===== config.mk =====
export PLATFORM = sky130hd
export DESIGN_NAME = cave_ram
export DESIGN_NICKNAME = d
export VERILOG_FILES = /design/src/hdl/cave_ram.sv
export SDC_FILE = /design/constraint.sdc
export NUM_CORES = 1
export LEC_CHECK = 0
export ABC_AREA = 1
export BUFFER_PORTS_ARGS = -buffer_cell sky130_fd_sc_hd__buf_2
export CORE_UTILIZATION = 65
export CTS_BUF_LIST = sky130_fd_sc_hd__clkbuf_4 sky130_fd_sc_hd__clkbuf_8
export CTS_CLUSTER_SIZE = 16
export DETAILED_ROUTE_END_ITERATION = 6
export GPL_ROUTABILITY_DRIVEN = 0
export PLACE_DENSITY = 0.84
export SLEW_MARGIN = 15
export SYNTH_ARGS = -nofsm -noshare
export SYNTH_HDL_FRONTEND = slang
export SYNTH_SLANG_ARGS = --single-unit

===== constraint.sdc =====
create_clock -name clk -period 1.9 [get_ports clk]
set_input_delay 0.38 -clock clk [delete_from_list [all_inputs] [get_ports clk]]
set_output_delay 0.38 -clock clk [all_outputs]
set_load 0.02 [all_outputs]

===== src/hdl/cave_ram.sv =====
// Generic simple dual-port RAM with one write port and a registered read port.
module cave_ram #(
  parameter int WIDTH = 8,
  parameter int DEPTH = 16
) (
  input  logic                     clk,
  input  logic                     we,
  input  logic [$clog2(DEPTH)-1:0] waddr,
  input  logic [WIDTH-1:0]         wdata,
  input  logic                     re,
  input  logic [$clog2(DEPTH)-1:0] raddr,
  output logic [WIDTH-1:0]         rdata
);

  logic [WIDTH-1:0] mem [DEPTH];

  always_ff @(posedge clk) begin
    if (we) begin
      mem[waddr] <= wdata;
    end
    if (re) begin
      rdata <= mem[raddr];
    end
  end

endmodule


=== After elaboration in Yosys (flattened, before gate mapping) ===
Memories as Yosys holds them, arrays and structs flattened. A register that Yosys moved wholly into a read port is not among the register bits.
Index checks and enable logic that the tools add are counted.
W data, S select, Z words.

* Mux-type cells: 2

{| class="wikitable"
|+ Operators by type and width
! cell !! number
|-
| $mux W1 || 2
|}

* Output and inout port bits: 8
* Bits in writable memories: 128
* Register bits after elaboration: 0
* Input bits: 19
* Memories kept: 1

{| class="wikitable"
|+ Memories
! name !! words !! bits a word !! rd ports !! clocked after memory_dff !! wr ports !! line !! text
|-
| mem || 16 || 8 || 1 || 1 || 1 || 15 || <nowiki>logic [WIDTH-1:0] mem [DEPTH];</nowiki>
|}

=== Logic depth before layout (Yosys ltp) ===
Gate-level depths: netlist (run 1).

* Word-level depth: 2
* Depth in mapped cells: 8

=== Worst setup path before layout (run 1) ===
Ideal clock, no wire load.

* Kind: input-to-reg
* Start: input waddr[2]
* End: memory mem[10][0] (enable)
* Cell stages on the path: 2
* Path buffers: 0
* Slack: 0.569 ns
* Arrival time: 0.961 ns
* Library setup time: 0.370 ns
* Cells stage by stage: nand3b_1 > nor2_1

{| class="wikitable"
|+ RTL lines
! item !! line !! text
|-
| start: declaration || 8 || <nowiki>input logic [$clog2(DEPTH)-1:0] waddr,</nowiki>
|-
| end: declaration || 15 ||
|}

Straight into the memory's write port.

=== Final worst setup path (run 1) ===
* Start: register rdata[0] (read register of mem)
* End: output rdata[0]

{| class="wikitable"
|+ RTL lines
! item !! line !! text
|-
| start: declaration || 12 || <nowiki>output logic [WIDTH-1:0] rdata</nowiki>
|}

No word-level cell between the ends.

==> results.yml, run 1 <==
setup_path:
  r2r_start: "mem[4][2]$_DFFE_PP_"
  cp.required_ps: 1520
  crit_start: "rdata[0]$_DFFE_PP_"
  critPathCaptureType: "output port"
  critPathSlowestCell: "edfxtp_1"
  ff2ff_setup_slack_ps: 690
  path_max_fanout: 1
  worstSetupStartpointType: "flip-flop"
  cp_cell_sequence: "buf_2"
  arrival_ps: 1010
  critPathMaxStageDelay_ps: 400
  crit_family: "flip-flops"
  critical_path_class: "flip-flop to output port"
  crit_buf_inv: 1
timing:
  worst_hold_slack_ps: 295.9
  post-route-min-period_ps: 1394
  setup_viol: 0
  worst_pin_slew_ps: 599.1
  slew_headroom_pct: 60.00
  fin_setup_tns_ps: 0
  hold_viol_final: 0
  fmaxAchievable_ghz: 0.7175
  skew_ps: 9.978
  rsz0062_at_grt: "no"
  fin_crit_sh_pct: 73.35
  maxSlewViolCount: 0
pwr:
  ir_drop_mv: 0.7096
  seqPwrFrac_pct: 53.2
  p_per_area_nw_per_um2: 970.6
  pwr-share-comb_pct: 6.8
  power.switching_mw: 1.432
  intPower_mw: 4.948
  swShare_pct: 22.45
  power_frac_clock_pct: 40.0
  leakage_nw: 2.876
min_path:
  worstHoldStart: "re"
  hp-class: "input port to flip-flop"
yosys:
  synth.area.top_cells: "edfxtp_1, nand2_1, nand3_1"
  syn_avg_cell_area_um2: 10.61
  ys_warn_count: 0
  seq_area_frac_synth_pct: 69.85
  synthArstFlopShare_pct: 0
  synth-edff-count: 136
  yosysUniqueCellTypes: 11
  synth_seq_cells: 136
  syn_nets: 570
  yosys-top-cells-count: "nand2_1, edfxtp_1, inv_1"
  synth_most_common_cell: "nand2_1"
  synth_top_cell_by_area: "edfxtp_1"
  synthFlopType: "edfxtp_1"
  netlist.area_leader.share_pct: 69.85
  syn_area_um2: 5847
  synthCells: 551
cts:
  clk_pin_slew_worst_paths_ps: 80
  cts.htree.levels: 4
  clock-sinks: 136
  worst_skew_pair.late_latency_ps: 440
  cts_buffers: 17
  cts-root-buf: "clkbuf_8"
  cts_resized: 0
  postCtsSetupBuffers: 0
  cts_buffer_depth: 2
  cts_tree: "yes"
  postCtsHoldBufs: 0
final_layout:
  utilization_pct: 75.38
  multiInputGateArea_um2: 1214
  area_growth_pct: 12.43
  layout.nets: 616
  antennaDiodeCount: 0
  nFillCells: 544
  seq_area_um2: 4084
  drive_gt1_share_pct: 13.61
floorplan:
  ioPinCount: 27
  dieWidth_um: 96.84
  rows: 34
  dieHeight_um: 96.84
  core_area_um2: 8721
  die_area_um2: 9378
  initial_core_util_pct: 67.04
grt:
  grt_max_degree: 51
  grt_pass1_wl_um: 21360
  grt_use_total_pct: 30.59
  grt-ovfl-total: 0
  grt_antenna_before_repair: 0
  first_global_vias: 4180
status:
  status: "finished clean"
drt:
  drc: 0
  wl_met3_um: 1487
  wirelength_um: 13280
  wl_met2_um: 6474
  ant_nets: 0
  dr.pass1.iters: 6
  drt-vias-per-instance: 5.703
  top_layer_used: "met4"
  drtIter0Drc: 597
  wl_met1_um: 4931
  avgRoutedWirePerCell_um: 18.49
  vias: 4095
place:
  place_hpwl_um: 8096
  io_buffers: 26
job:
  maxCapViolCount: 0
==> path summary, 6_finish.rpt <==
| kind | end | cells past startpoint |
|---|---|---|
| setup / recovery | rdata[0] | 1 |
| hold / removal | rdata[7]$_DFFE_PP_ | 1 |
| setup reg to reg | rdata[2]$_DFFE_PP_ | 6 |
| hold reg to reg | rdata[2]$_DFFE_PP_ | 6 |
==> power by group through the flow <==
stage / clock [mW] / sequential [mW] / combinational, mW
final: 2.55 / 3.40 / 0.435
after global routing: 2.68 / 3.40 / 0.474
after CTS: 2.54 / 3.40 / 0.427
after detailed placement: 0 / 3.46 / 0.418
after global placement: 0 / 3.46 / 0.404
after floorplan: 0 / 3.48 / 0.237
==> area by class of cell <==
class / instances / share of cell area [%]
Timing Repair Buffer: 51 / 5.025
Multi-Input combinational cell: 289 / 18.46
Clock buffer: 19 / 3.788
Tap cell: 108 / 2.056
Sequential cell: 136 / 62.12
Clock inverter: 13 / 2.722
Inverter: 102 / 5.824
==> per-stage QoR <==
step,power (mW),instance area [um2],setup WS (ps),instances
finish,6.380,6574,506.3,718
global route,6.551,6574,474.7,718
CTS,6.366,6574,509.4,718
detailed placement,3.880,6146,326.8,686
global placement,3.863,6146,367.9,686
floorplan,3.713,5847,569.2,551
==> placed cells by master, fill, tap and decap left out, drive strengths merged <==
| cell | synthesis | routed |
|---|---|---|
| inv | 102 | 102 |
| nor2 | 17 | 17 |
| buf | 24 | 51 |
| clkbuf | 0 | 19 |
| clkinvlp | 0 | 2 |
| clkinv | 0 | 7 |
| bufinv | 0 | 4 |
| edfxtp | 136 | 136 |
| nand3b | 2 | 2 |
| nand3 | 97 | 97 |
| nand2 | 173 | 173 |
==> routing by layer <==
metal | vias up | track usage, %
met5 | - | 0
met4 | 0 | 11.02
met3 | 51 | 9.682
met2 | 290 | 49.89
met1 | 1884 | 38.79
li1 | 1870 | -
==> kinds of logic after synthesis <==
kind of cell / Yosys count / share of synthesized area (%)
AND/OR/NAND/NOR: 289 / 20.76
flip-flops: 136 / 69.85
buffers and inverters: 126 / 9.394
==> worst reg2reg max path: stages, from the launching register on <==
cell and delay, ps:
edfxtp_1 410, inv_1 90, nand2_1 70, nand3_1 90
nand3_1 130, nand3_1 120, nand2_1 60
==> sequential cells by signal (all words and copies together), names as in the netlist <==
signal / cells
mem: 128
rdata: 8
(Power assumes the default switching activity.)
==> run 2, diff against run 1 <==
--- a/config.mk
+++ b/config.mk
@@ -7,12 +7,12 @@
 export LEC_CHECK = 0
 export ABC_AREA = 1
 export BUFFER_PORTS_ARGS = -buffer_cell sky130_fd_sc_hd__buf_2
-export CORE_UTILIZATION = 65
+export CORE_UTILIZATION = 57
 export CTS_BUF_LIST = sky130_fd_sc_hd__clkbuf_4 sky130_fd_sc_hd__clkbuf_8
 export CTS_CLUSTER_SIZE = 16
 export DETAILED_ROUTE_END_ITERATION = 6
 export GPL_ROUTABILITY_DRIVEN = 0
-export PLACE_DENSITY = 0.84
+export PLACE_DENSITY = 0.78
 export SLEW_MARGIN = 15
 export SYNTH_ARGS = -nofsm -noshare
 export SYNTH_HDL_FRONTEND = slang
==> constraint.sdc (replaced) <==
create_clock -name clk -period 1.2 [get_ports clk]
set_input_delay 0.24 -clock clk [delete_from_list [all_inputs] [get_ports clk]]
set_output_delay 0.24 -clock clk [all_outputs]
set_load 0.02 [all_outputs]
==> run 2 against run 1 <==
The run now ends with negative setup slack left. Combinational power rose by 67%. Final area rose by 2.1%. First-iteration DRC count fell by 52%. Die area rose by 14%. Via count fell by 5.0%. Sequential share of layout area fell by 1.3 points. Count of clock-buffer cells in the layout fell by 1. Final cell count rose by 4.2%. Clock skew fell by 2.0 ps. Core utilization fell by 7.3 points. Critical endpoint is now rdata[2]. Largest cell class unchanged.
==> results.yml, run 2 (synthesis gave the netlist of run 1 again) <==
status:
  status: "finished with violations"
  violations: "negative setup slack"
floorplan:
  dieWidth_um: 103.3
  initial_core_util_pct: 59.27
  die_area_um2: 10670
  rows: 36
  core_area_um2: 9864
  ioPinCount: 27
  dieHeight_um: 103.3
min_path:
  hp-class: "input port to flip-flop"
  worstHoldStart: "raddr[3]"
  hold_path_depth: 3
  hold_end: "rdata[7]$_DFFE_PP_"
grt:
  first_global_vias: 3725
  grt_antenna_before_repair: 0
  grt_max_degree: 35
  grt-ovfl-total: 0
  grt_pass1_wl_um: 19160
  grt_use_total_pct: 25.73
timing:
  worst_pin_slew_ps: 382.4
  slew_headroom_pct: 74.51
  skew_ps: 7.951
  fmaxAchievable_ghz: 0.7814
  hold_viol_final: 0
  rsz0062_at_grt: "yes"
  post-route-min-period_ps: 1280
  fin_crit_sh_pct: 106.7
  fin_setup_tns_ps: -152.2
  maxSlewViolCount: 0
  setup_viol: 3
  timing.final.ws_setup_ps: -79.83
drt:
  avgRoutedWirePerCell_um: 16.20
  dr.pass1.iters: 5
  drt-vias-per-instance: 5.201
  wirelength_um: 12120
  drtIter0Drc: 285
  drc: 0
  vias: 3890
  ant_nets: 0
setup_path:
  crit_buf_inv: 1
  critPathSlowestCell: "edfxtp_1"
  cp.required_ps: 960
  rr_worst_depth: 6
  arrival_ps: 1040
  path_max_fanout: 1
  critPathCaptureType: "output port"
  worstSetupStartpointType: "flip-flop"
  critical_path_class: "flip-flop to output port"
  r2r_start: "mem[5][0]$_DFFE_PP_"
  critPathMaxStageDelay_ps: 450
  r2r_end: "rdata[0]$_DFFE_PP_"
  crit_family: "flip-flops"
  ff2ff_setup_slack_ps: 20
  cp_cell_sequence: "buf_6"
final_layout:
  layout.nets: 621
  antennaDiodeCount: 0
  reg_top3: "mem x128, rdata x8"
  layout_commonest_cell: "nand2_1"
  stdcell_area_um2: 6713
  final_cell_mix: "nand2_1, edfxtp_1, inv_1"
  drive_gt1_share_pct: 15.12
  regMostFlops: "mem"
  final_cells: 748
  area_growth_pct: 14.81
  utilization_pct: 68.05
  largest_reg_flops: 128
cts:
  cts_buffer_depth: 2
  clk_pin_slew_worst_paths_ps: 80
  clock-sinks: 136
  cts.htree.levels: 4
  postCtsSetupBuffers: 0
  cts_buffers: 17
  cts_tree: "yes"
  cts_resized: 4
  cts-root-buf: "clkbuf_8"
  worst_skew_pair.late_latency_ps: 430
  postCtsHoldBufs: 0
job:
  maxCapViolCount: 0
pwr:
  leakage_nw: 2.918
  ir_drop_mv: 0.9242
  power_mw: 9.745
  p_per_area_nw_per_um2: 1452
place:
  place_hpwl_um: 7877
  dp_cells: 716
  placed_cell_area_um2: 6252
  io_buffers: 26
run 2: cell count changes in the layout (fill, tap and decap cells not counted), moves of 2 or more:
| cell | previous run | this run |
|---|---|---|
| buf_2 | 26 | 18 |
| buf_12 | 1 | 4 |
| nand3_2 | 0 | 4 |
| bufinv_16 | 4 | 2 |
| inv_6 | 0 | 3 |
| buf_6 | 0 | 8 |
| buf_4 | 24 | 26 |
| nand3_1 | 97 | 93 |
run 2: metrics by stage:
step                hold slack, ps  worst slack (ps)
floorplan                    338.9             9.155
global placement             606.2            -259.0
detailed placement           603.7            -306.5
CTS                          149.1            -89.07
global route                 166.2            -100.6
finish                       172.7            -79.83
run 2: routing by layer:
layer	part of all wire [%]	up-vias	track usage [%]
met5	0	-	0
met4	1.9	0	9.859
met3	7.7	20	5.578
met2	50	156	42.00
met1	41	1836	34.22
li1	-	1878	-
run 2: worst max path at each step:
stage                       startpoint                  end  slack [ps]  cells after the start
floorplan                     waddr[3]  mem[4][0]$_DFFE_PP_           9                      2
global placement              raddr[0]   rdata[0]$_DFFE_PP_        -260                      7
detailed placement            raddr[0]   rdata[5]$_DFFE_PP_        -310                      7
CTS                 rdata[2]$_DFFE_PP_             rdata[2]         -90                      1
global route        rdata[2]$_DFFE_PP_             rdata[2]        -100                      1
finish              rdata[2]$_DFFE_PP_             rdata[2]         -80                      1
run 2: worst reg2reg max path, delay by kind of cell (launching register included):
family,cells,cell delay [ps]
buf+inv,1,70
flops,1,380
simple gates,5,490
run 2: layout make-up:
cell class	instances	area, um2
clock buffers	18	241.5
clock inverters	14	148.9
fillers	722	3152
inverters	102	382.9
multi-input cells	289	1234
flip-flops and latches	136	4084
well taps	133	166.4
repair buffers	56	455.4
run 2: where the power goes:
part           internal (mW)  leakage [nW]  switching (mW)  total, mW
Clock                   1.88         0.191            1.76       3.64
Sequential              5.35          1.24          0.0348       5.38
Combinational          0.245          1.49           0.482      0.727
==> run 3, diff against run 2 <==
--- a/config.mk
+++ b/config.mk
@@ -6,7 +6,8 @@
 export NUM_CORES = 1
 export LEC_CHECK = 0
 export ABC_AREA = 1
-export BUFFER_PORTS_ARGS = -buffer_cell sky130_fd_sc_hd__buf_2
+export BUFFER_PORTS_ARGS = -buffer_cell sky130_fd_sc_hd__buf_4
+export CORE_MARGIN = 3
 export CORE_UTILIZATION = 57
 export CTS_BUF_LIST = sky130_fd_sc_hd__clkbuf_4 sky130_fd_sc_hd__clkbuf_8
 export CTS_CLUSTER_SIZE = 16
==> run 3 against run 2 <==
The flow finishes with violations (design-rule violations, negative setup slack). Clock skew is 2.5 ps higher. Fmax is 3.3% higher. Clock power is 25% higher. Sequential power hardly changed. Critical path depth stayed put. Global-route usage is 1.4 points lower. Combinational power is 4.3% higher. Final cell count is 0.40% lower. Core utilization is 1.5 points higher. Critical endpoint is now rdata[0].
==> results.yml, run 3 (synthesis gave the netlist of run 1 again) <==
status:
  status: "finished with violations"
  violations: "design-rule violations, negative setup slack"
timing:
  worst_hold_slack_ps: 118.0
  skew_ps: 10.43
  fin_crit_sh_pct: 103.3
  setup_viol: 6
  post-route-min-period_ps: 1239
  rsz0062_at_grt: "yes"
  worst_pin_slew_ps: 596.4
  fmaxAchievable_ghz: 0.8068
  timing.final.ws_setup_ps: -39.49
  hold_viol_final: 0
  maxSlewViolCount: 0
  fin_setup_tns_ps: -151.2
  slew_headroom_pct: 60.18
cts:
  clk_pin_slew_worst_paths_ps: 70
  cts-root-buf: "clkbuf_8"
  cts_buffer_depth: 2
  postCtsSetupBuffers: 0
  cts.htree.levels: 4
  cts_buffers: 17
  clock-sinks: 136
  cts_tree: "yes"
  worst_skew_pair.late_latency_ps: 420
place:
  place_hpwl_um: 8269
  io_buffers: 26
  dp_cells: 714
  placed_cell_area_um2: 6290
setup_path:
  crit_cells: 1
  crit_buf_inv: 1
  critical_path_class: "flip-flop to output port"
  rr_worst_depth: 6
  ff2ff_setup_slack_ps: 50
  cp.required_ps: 960
  critPathSlowestCell: "edfxtp_1"
  r2r_start: "mem[3][2]$_DFFE_PP_"
  r2r_end: "rdata[2]$_DFFE_PP_"
  crit_family: "flip-flops"
  cp_cell_sequence: "buf_6"
  critPathMaxStageDelay_ps: 430
  arrival_ps: 1000
  worstSetupStartpointType: "flip-flop"
  critPathCaptureType: "output port"
  path_max_fanout: 1
floorplan:
  rows: 36
  core_area_um2: 9864
  dieWidth_um: 107.3
  initial_core_util_pct: 59.27
  die_area_um2: 11510
  dieHeight_um: 107.3
  ioPinCount: 27
pwr:
  p_per_area_nw_per_um2: 1559
  pwr-share-comb_pct: 7.1
  power_mw: 10.69
  leakage_nw: 2.984
  seqPwrFrac_pct: 50.3
  power.switching_mw: 2.220
  ir_drop_mv: 1.115
  intPower_mw: 8.472
  power_frac_clock_pct: 42.6
  swShare_pct: 20.76
drt:
  drt-vias-per-instance: 5.374
  vias: 4004
  avgRoutedWirePerCell_um: 17.63
  dr.pass1.iters: 7
  ant_nets: 0
  drtIter0Drc: 391
  drc: 11
  wirelength_um: 13140
final_layout:
  stdcell_area_um2: 6858
  final_cell_mix: "nand2_1, edfxtp_1, inv_1"
  layout.nets: 619
  reg_top3: "mem x128, rdata x8"
  drive_gt1_share_pct: 15.69
  final_cells: 745
  layout_commonest_cell: "nand2_1"
  antennaDiodeCount: 0
  regMostFlops: "mem"
  area_growth_pct: 17.29
  largest_reg_flops: 128
min_path:
  hold_end: "rdata[7]$_DFFE_PP_"
  worstHoldStart: "re"
  hold_path_depth: 1
  hp-class: "input port to flip-flop"
grt:
  grt_antenna_before_repair: 0
  grt_pass1_wl_um: 20510
  grt_max_degree: 41
  grt_use_total_pct: 24.29
  grt-ovfl-total: 0
  first_global_vias: 3916
job:
  maxCapViolCount: 0
run 3: worst max-delay path by stage:
stage                             from  slack [ps]                  end
CTS                 rdata[0]$_DFFE_PP_         -50             rdata[0]
finish              rdata[0]$_DFFE_PP_         -40             rdata[0]
global route        rdata[0]$_DFFE_PP_         -90             rdata[0]
global placement              raddr[1]        -240   rdata[7]$_DFFE_PP_
detailed placement            raddr[1]        -240   rdata[7]$_DFFE_PP_
floorplan                     waddr[3]           9  mem[4][0]$_DFFE_PP_
run 3: routing by layer:
layer	vias to the layer above	track usage, %	wire length [um]
met2	207	39.14	6467
li1	1877	-	-
met5	-	0	0
met1	1898	32.60	5154
met4	0	7.763	280
met3	22	6.299	1233
run 3: stage by stage:
| stage | utilization [%] | setup slack [ps] |
|---|---|---|
| 3_3_place_gp | 63.76 | -244.3 |
| 5_1_grt | 69.52 | -85.77 |
| 4_1_cts | 69.01 | -54.63 |
| 3_5_place_dp | 63.76 | -244.3 |
| 6_report | 69.52 | -39.49 |
| 2_1_floorplan | - | 9.155 |
run 3: power by group through the flow:
stage	Combinational, mW	Sequential (mW)	Clock [mW]
CTS	0.740	5.38	4.59
floorplan	0.375	5.50	0
finish	0.758	5.38	4.55
global placement	0.700	5.48	0
detailed placement	0.721	5.48	0
global route	0.827	5.39	4.81
run 3: timing repair:
item / in CTS / in global routing
hold buffers: 0 / 0
endpoints found under the setup margin: 8 / 13
gates resized for setup: 8 / 10
run 3: final cells by class:
class,instances,area [um2]
Clock buffer,17,234.0
Sequential cell,136,4084
Clock inverter,14,254.0
Tap cell,133,166.4
Inverter,102,382.9
Multi-Input combinational cell,289,1264
Fill cell,673,3007
Timing Repair Buffer,54,473.0
